$ cat config.mk
export PLATFORM = sky130hd
export DESIGN_NAME = gnms_cell
export DESIGN_NICKNAME = d
export VERILOG_FILES = /design/src/rtl/greedy_nms_box_filter_top_macros.svh /design/src/rtl/gnms_pkg.sv /design/src/rtl/gnms_cell.sv
export SDC_FILE = /design/constraint.sdc
export NUM_CORES = 2
export LEC_CHECK = 0
export BUFFER_PORTS_ARGS = -buffer_cell sky130_fd_sc_hd__buf_2
export CAP_MARGIN = 15
export CORE_UTILIZATION = 46
export CTS_BUF_LIST = sky130_fd_sc_hd__clkbuf_16
export CTS_CLUSTER_SIZE = 14
export DETAILED_ROUTE_END_ITERATION = 8
export GPL_ROUTABILITY_DRIVEN = 1
export PLACE_DENSITY = 0.67
export SYNTH_ARGS = -nofsm -noshare
export SYNTH_HDL_FRONTEND = slang
export SYNTH_SLANG_ARGS = --single-unit
$ cat constraint.sdc
create_clock -name i_clk -period 14.1 [get_ports i_clk]
set_input_delay 2.115 -clock i_clk [delete_from_list [all_inputs] [get_ports i_clk]]
set_output_delay 2.115 -clock i_clk [all_outputs]
set_load 0.01 [all_outputs]
$ cat src/rtl/greedy_nms_box_filter_top_macros.svh
// ----------------------------------------------------------------------------
// greedy nms box filter assertion macros
// shared concurrent checks, clocked on i_clk and disabled while i_rst_n is low
// ----------------------------------------------------------------------------
`ifndef GREEDY_NMS_BOX_FILTER_TOP_MACROS_SVH
`define GREEDY_NMS_BOX_FILTER_TOP_MACROS_SVH

// condition must never be true
`define GNMS_ASSERT_NEVER(label, cond) \
    label: assert property (@(posedge i_clk) disable iff (!i_rst_n) !(cond)) \
        else $error("gnms invariant violated");

// antecedent implies consequent in the same cycle
`define GNMS_ASSERT_IMPL(label, ante, cons) \
    label: assert property (@(posedge i_clk) disable iff (!i_rst_n) (ante) |-> (cons)) \
        else $error("gnms same-cycle implication violated");

// antecedent implies consequent in the next cycle
`define GNMS_ASSERT_NEXT(label, ante, cons) \
    label: assert property (@(posedge i_clk) disable iff (!i_rst_n) (ante) |=> (cons)) \
        else $error("gnms next-cycle implication violated");

`endif

$ cat src/rtl/gnms_pkg.sv
// ----------------------------------------------------------------------------
// gnms_pkg
// constants, widths and types shared by the greedy nms box filter
// ----------------------------------------------------------------------------
package gnms_pkg;

    // store depth and coordinate width
    localparam int MAX_KEPT   = 64;
    localparam int COORD_BITS = 16;

    // derived widths
    localparam int COUNT_W = $clog2(MAX_KEPT + 1);
    localparam int SPAN_W  = COORD_BITS + 1;
    localparam int AREA_W  = 2 * COORD_BITS;
    localparam int INTER_W = 2 * COORD_BITS;
    localparam int UNI_W   = AREA_W + 1;
    localparam int THR_W   = 9;
    localparam int PROD_W  = UNI_W + THR_W;
    localparam int SCALE_SHIFT = 8;
    localparam int TOTAL_W = 7;

    // threshold after reset, about 0.45 in units of 1/256
    localparam logic [THR_W-1:0] THR_RESET = THR_W'(115);

    typedef struct packed {
        logic [COORD_BITS-1:0] left;
        logic [COORD_BITS-1:0] top;
        logic [COORD_BITS-1:0] width;
        logic [COORD_BITS-1:0] height;
    } t_box;

    // one kept entry of the store
    typedef struct packed {
        t_box              box;
        logic [AREA_W-1:0] area;
    } t_entry;

    // candidate travelling down the cell chain
    typedef struct packed {
        logic              valid;
        logic              sup;
        t_box              box;
        logic [AREA_W-1:0] area;
    } t_token;

    // one result transaction
    typedef struct packed {
        logic               keep;
        logic               overflow;
        logic [TOTAL_W-1:0] kept_total;
    } t_result;

endpackage

$ cat src/rtl/gnms_cell.sv
// ----------------------------------------------------------------------------
// gnms_cell
// one kept-box slot: holds an entry, registers the overlap of the passing
// candidate with it, then runs the ratio test and hands it to the next cell
// ----------------------------------------------------------------------------
module gnms_cell (
    input  logic                        i_clk,
    input  logic                        i_rst_n,
    input  logic [gnms_pkg::THR_W-1:0]  i_thr,
    input  logic                        i_occupied,
    input  gnms_pkg::t_token            i_tok,
    output gnms_pkg::t_token            o_tok,
    input  logic                        i_load,
    input  gnms_pkg::t_entry            i_shift,
    output gnms_pkg::t_entry            o_entry
);
    import gnms_pkg::*;

    t_entry             r_entry;
    t_token             r_tok;
    logic               r_chk;
    logic [INTER_W-1:0] r_inter;

    logic [SPAN_W-1:0]     w_cand_right;
    logic [SPAN_W-1:0]     w_cand_bottom;
    logic [SPAN_W-1:0]     w_kept_right;
    logic [SPAN_W-1:0]     w_kept_bottom;
    logic [SPAN_W-1:0]     w_x_lo;
    logic [SPAN_W-1:0]     w_x_hi;
    logic [SPAN_W-1:0]     w_y_lo;
    logic [SPAN_W-1:0]     w_y_hi;
    logic [COORD_BITS-1:0] w_iw;
    logic [COORD_BITS-1:0] w_ih;
    logic [INTER_W-1:0]    n_inter;
    logic [UNI_W-1:0]      w_uni;
    logic [PROD_W-1:0]     w_prod;
    logic [PROD_W-1:0]     w_scaled;
    logic                  w_hit;

    // stored entry, shifted in from the neighbor when a box is kept
    always_ff @(posedge i_clk) begin
        if (i_load) begin
            r_entry <= i_shift;
        end
    end

    assign o_entry = r_entry;

    // edges of both boxes, no wrap
    assign w_cand_right  = SPAN_W'(i_tok.box.left) + SPAN_W'(i_tok.box.width);
    assign w_cand_bottom = SPAN_W'(i_tok.box.top) + SPAN_W'(i_tok.box.height);
    assign w_kept_right  = SPAN_W'(r_entry.box.left) + SPAN_W'(r_entry.box.width);
    assign w_kept_bottom = SPAN_W'(r_entry.box.top) + SPAN_W'(r_entry.box.height);

    // overlap spans along each axis
    always_comb begin
        w_x_lo = (i_tok.box.left > r_entry.box.left) ? SPAN_W'(i_tok.box.left)
                                                     : SPAN_W'(r_entry.box.left);
        w_x_hi = (w_cand_right < w_kept_right) ? w_cand_right : w_kept_right;
        w_y_lo = (i_tok.box.top > r_entry.box.top) ? SPAN_W'(i_tok.box.top)
                                                   : SPAN_W'(r_entry.box.top);
        w_y_hi = (w_cand_bottom < w_kept_bottom) ? w_cand_bottom : w_kept_bottom;
        w_iw   = (w_x_hi > w_x_lo) ? COORD_BITS'(w_x_hi - w_x_lo) : '0;
        w_ih   = (w_y_hi > w_y_lo) ? COORD_BITS'(w_y_hi - w_y_lo) : '0;
    end

    // intersection area
    assign n_inter = INTER_W'(w_iw) * INTER_W'(w_ih);

    // first stage registers
    always_ff @(posedge i_clk) begin
        if (!i_rst_n) begin
            r_tok.valid <= 1'b0;
            r_tok.sup   <= 1'b0;
            r_chk       <= 1'b0;
        end else begin
            r_tok <= i_tok;
            r_chk <= i_tok.valid & i_occupied;
        end
        r_inter <= n_inter;
    end

    // second stage: cross-multiplied ratio test
    assign w_uni    = UNI_W'(r_tok.area) + UNI_W'(r_entry.area) - UNI_W'(r_inter);
    assign w_prod   = PROD_W'(i_thr) * PROD_W'(w_uni);
    assign w_scaled = PROD_W'(r_inter) << SCALE_SHIFT;
    assign w_hit    = r_chk && (w_uni != '0) && (w_scaled > w_prod);

    // hand the candidate on with the suppress flag merged
    always_comb begin
        o_tok     = r_tok;
        o_tok.sup = r_tok.sup | w_hit;
    end
endmodule
==> flow_metrics.tcl <==
set metrics [dict create \
    ys.flop_type "edfxtp_1" \
    reg2reg_from "o_entry[64]" \
    hold_path.class "reg -> reg" \
    slew_viol_final 0 \
    cts_tree "yes" \
    drt_iter0_drc 1584 \
    ios 401 \
    mostFrequentLayoutCell "inv_1" \
    endpoint_kind "output port" \
    crit_fanout 10 \
    setup_violations 0 \
    rsz0062_at_grt "no" \
    ys_seq_elements 227 \
    final_cells 5083 \
    path_class "reg -> out" \
    rows 99 \
    finalHoldViolCount 0 \
    postCtsHoldBufs 0 \
    grtUsageTotal_pct 24.38 \
    r2r_slack_ps 1510 \
    clockRootBuffer "clkbuf_16" \
    die-area_mm2 0.07526 \
    dp.cells 5033 \
    synth_fp_nets 4701 \
    slowest_delay_ps 940 \
    synth_area_per_cell_um2 9.339 \
    synth_edf_count 192 \
    fp.dieH_um 274.3 \
    status "finished, violations left" \
    relSlewSlack_pct 6.391 \
    reg2reg_depth 53 \
    initial_core_util_pct 46.60 \
    finalWirelength_mm 90.75 \
    vias 27060 \
    hold_path_depth 4 \
    ys_seq_area_share_pct 18.95 \
    period_needed_ps 13450 \
    finalSetupTns_ps 0 \
    ant_nets 0 \
    min-delay-start "o_entry[64]" \
    port_buffers 400 \
    failed_checks "DRC" \
    core_mm2 0.07321 \
    worst_slack_ps 649.2 \
    fp.dieW_um 274.3 \
    yosysWarnings 0 \
    timing.final.crit_share_pct 95.40 \
    clock_latency_ps 580 \
    gp_congestion 0.9560 \
    timing.hold.ws_ps 1117 \
    crit_start "o_tok[3]" \
    grt_pass1_wl_mm 146.1 \
    area_growth_pct 13.66 \
    min_to "r_inter[0]" \
    cts_buffers 27 \
    tightest_slew_ps 1365 \
    layout-drive-gt1-share_pct 16.61 \
    netlist_area_mm2 0.03412 \
    vias_per_cell 5.323 \
    mostFrequentLayoutCells "641 x inv_1, 450 x fa_1, 398 x buf_2" \
    clkTransAtPathRegs_ps 60 \
    cp-start-kind "flip-flop" \
    nNetsFinal 5154 \
    slowest_stage "xnor2_1" \
    htree_levels 1 \
    drc 12 \
    maxCapViolCount 0 \
    fin_skew_ps 7.815 \
    syn_inst 3653 \
    grt_pass1_vias 27830 \
    n_fill_cell 6730 \
    synth-async-reset-ratio_pct 0 \
    n_antenna_cell 0 \
    r2r-end "r_inter[25]" \
    synthDistinctLibCells 75 \
    post_drt_wl_per_cell_um 17.85 \
    cts_sinks 227 \
    drtPass1Iterations 9 \
    dpl.hpwl_mm 76.01 \
    post-place-ws_ps -343.4 \
    grt_max_degree 58 \
    clockBufferDepth 3 \
    grt_overflow 0 \
    cp_data_required_time_ps 11980 \
    fmax_ghz 0.07435 \
    antenna_found_initial 0 \
    arrival_ps 11340 \
]
## cells by family (layout without fill, tap and decap cells)
group,count (synthesis),count (layout),synth area share [%]
XOR/XNOR,155,155,3.979
buffers and inverters,797,1268,9.840
adder cells (fa/ha/maj),841,841,40.75
multiplexers,59,59,1.786
flip-flops,227,227,18.95
AO/OA/AOI/OAI,595,595,11.28
AND/OR/NAND/NOR,979,979,13.42
## timing repair
action / 4_1_cts / 5_1_grt
setup endpoints to repair: 0 / 13
setup buffers: 0 / 3
resized for setup: 0 / 36
## Yosys cell counts, drive strengths merged (27+ instances only)
cell | number | area share [%]
nor2 | 194 | 2.1
o21bai | 29 | 0.64
ha | 391 | 14
xor2 | 57 | 1.5
a21o | 92 | 2.0
fa | 450 | 26
nand2 | 384 | 4.2
clkbuf | 63 | 0.69
mux2i | 44 | 1.3
a21oi | 169 | 2.5
xnor2 | 98 | 2.5
and2 | 117 | 2.1
buf | 100 | 2.2
o21a | 27 | 0.59
dfxtp | 35 | 2.1
inv | 634 | 7.0
nand4 | 31 | 0.57
nand3 | 53 | 0.78
nand2b | 29 | 0.53
edfxtp | 192 | 17
o21ai | 119 | 1.7
nor3 | 70 | 1.0
## layer usage
metal | up-vias | GRT usage (%) | part of all wire (%)
met5 | - | 0 | 0
met4 | 0 | 7.178 | 3.3
met3 | 157 | 3.214 | 5.8
met2 | 833 | 41.94 | 48
met1 | 13210 | 31.89 | 43
li1 | 12860 | - | -
## registers in the layout, summed over array words and instances (netlist names)
signal / cells
r_chk: 1
o_tok: 97
r_tok: 1
o_entry: 96
r_inter: 32
## layout make-up
| cell class | count | area [um2] | share of cell area [%] |
|---|---|---|---|
| multi-input combinational | 2629 | 24460 | 63.09 |
| sequential | 227 | 6466 | 16.68 |
| timing repair buffer | 587 | 3461 | 8.925 |
| inverter | 634 | 2380 | 6.137 |
| tap | 959 | 1200 | 3.094 |
| clock buffer | 27 | 675.6 | 1.742 |
| clock inverter | 20 | 131.4 | 0.3388 |
## how the worst max path moves through the flow
stage / slack [ps] / endpoint / depth (start not counted)
final: 650 / o_tok[96] / 40
after global routing: 7 / o_tok[96] / 40
after CTS: 190 / r_inter[30] / 50
after detailed placement: -340 / r_inter[30] / 50
after global placement: -200 / r_inter[30] / 49
after floorplan: 80 / r_inter[31] / 52
## critical path: cells and delay by family, from the launching register on
family	cells	cell delay, ps
compound gates	16	3770
fa+ha+maj	8	3580
simple gates	8	1470
xor+xnor	2	1050
buf+inv	6	500
flops	1	400
## stage by stage
| stage | util, % | cell area [um2] |
|---|---|---|
| 2_1_floorplan | - | 34120 |
| 3_3_place_gp | 51.62 | 37790 |
| 3_5_place_dp | 51.62 | 37790 |
| 4_1_cts | 52.72 | 38590 |
| 5_1_grt | 52.97 | 38780 |
| 6_report | 52.97 | 38780 |
Power is left out: the tool's default activity adds up to more than one toggle a clock period on the data nets, which glitch-free logic cannot reach.
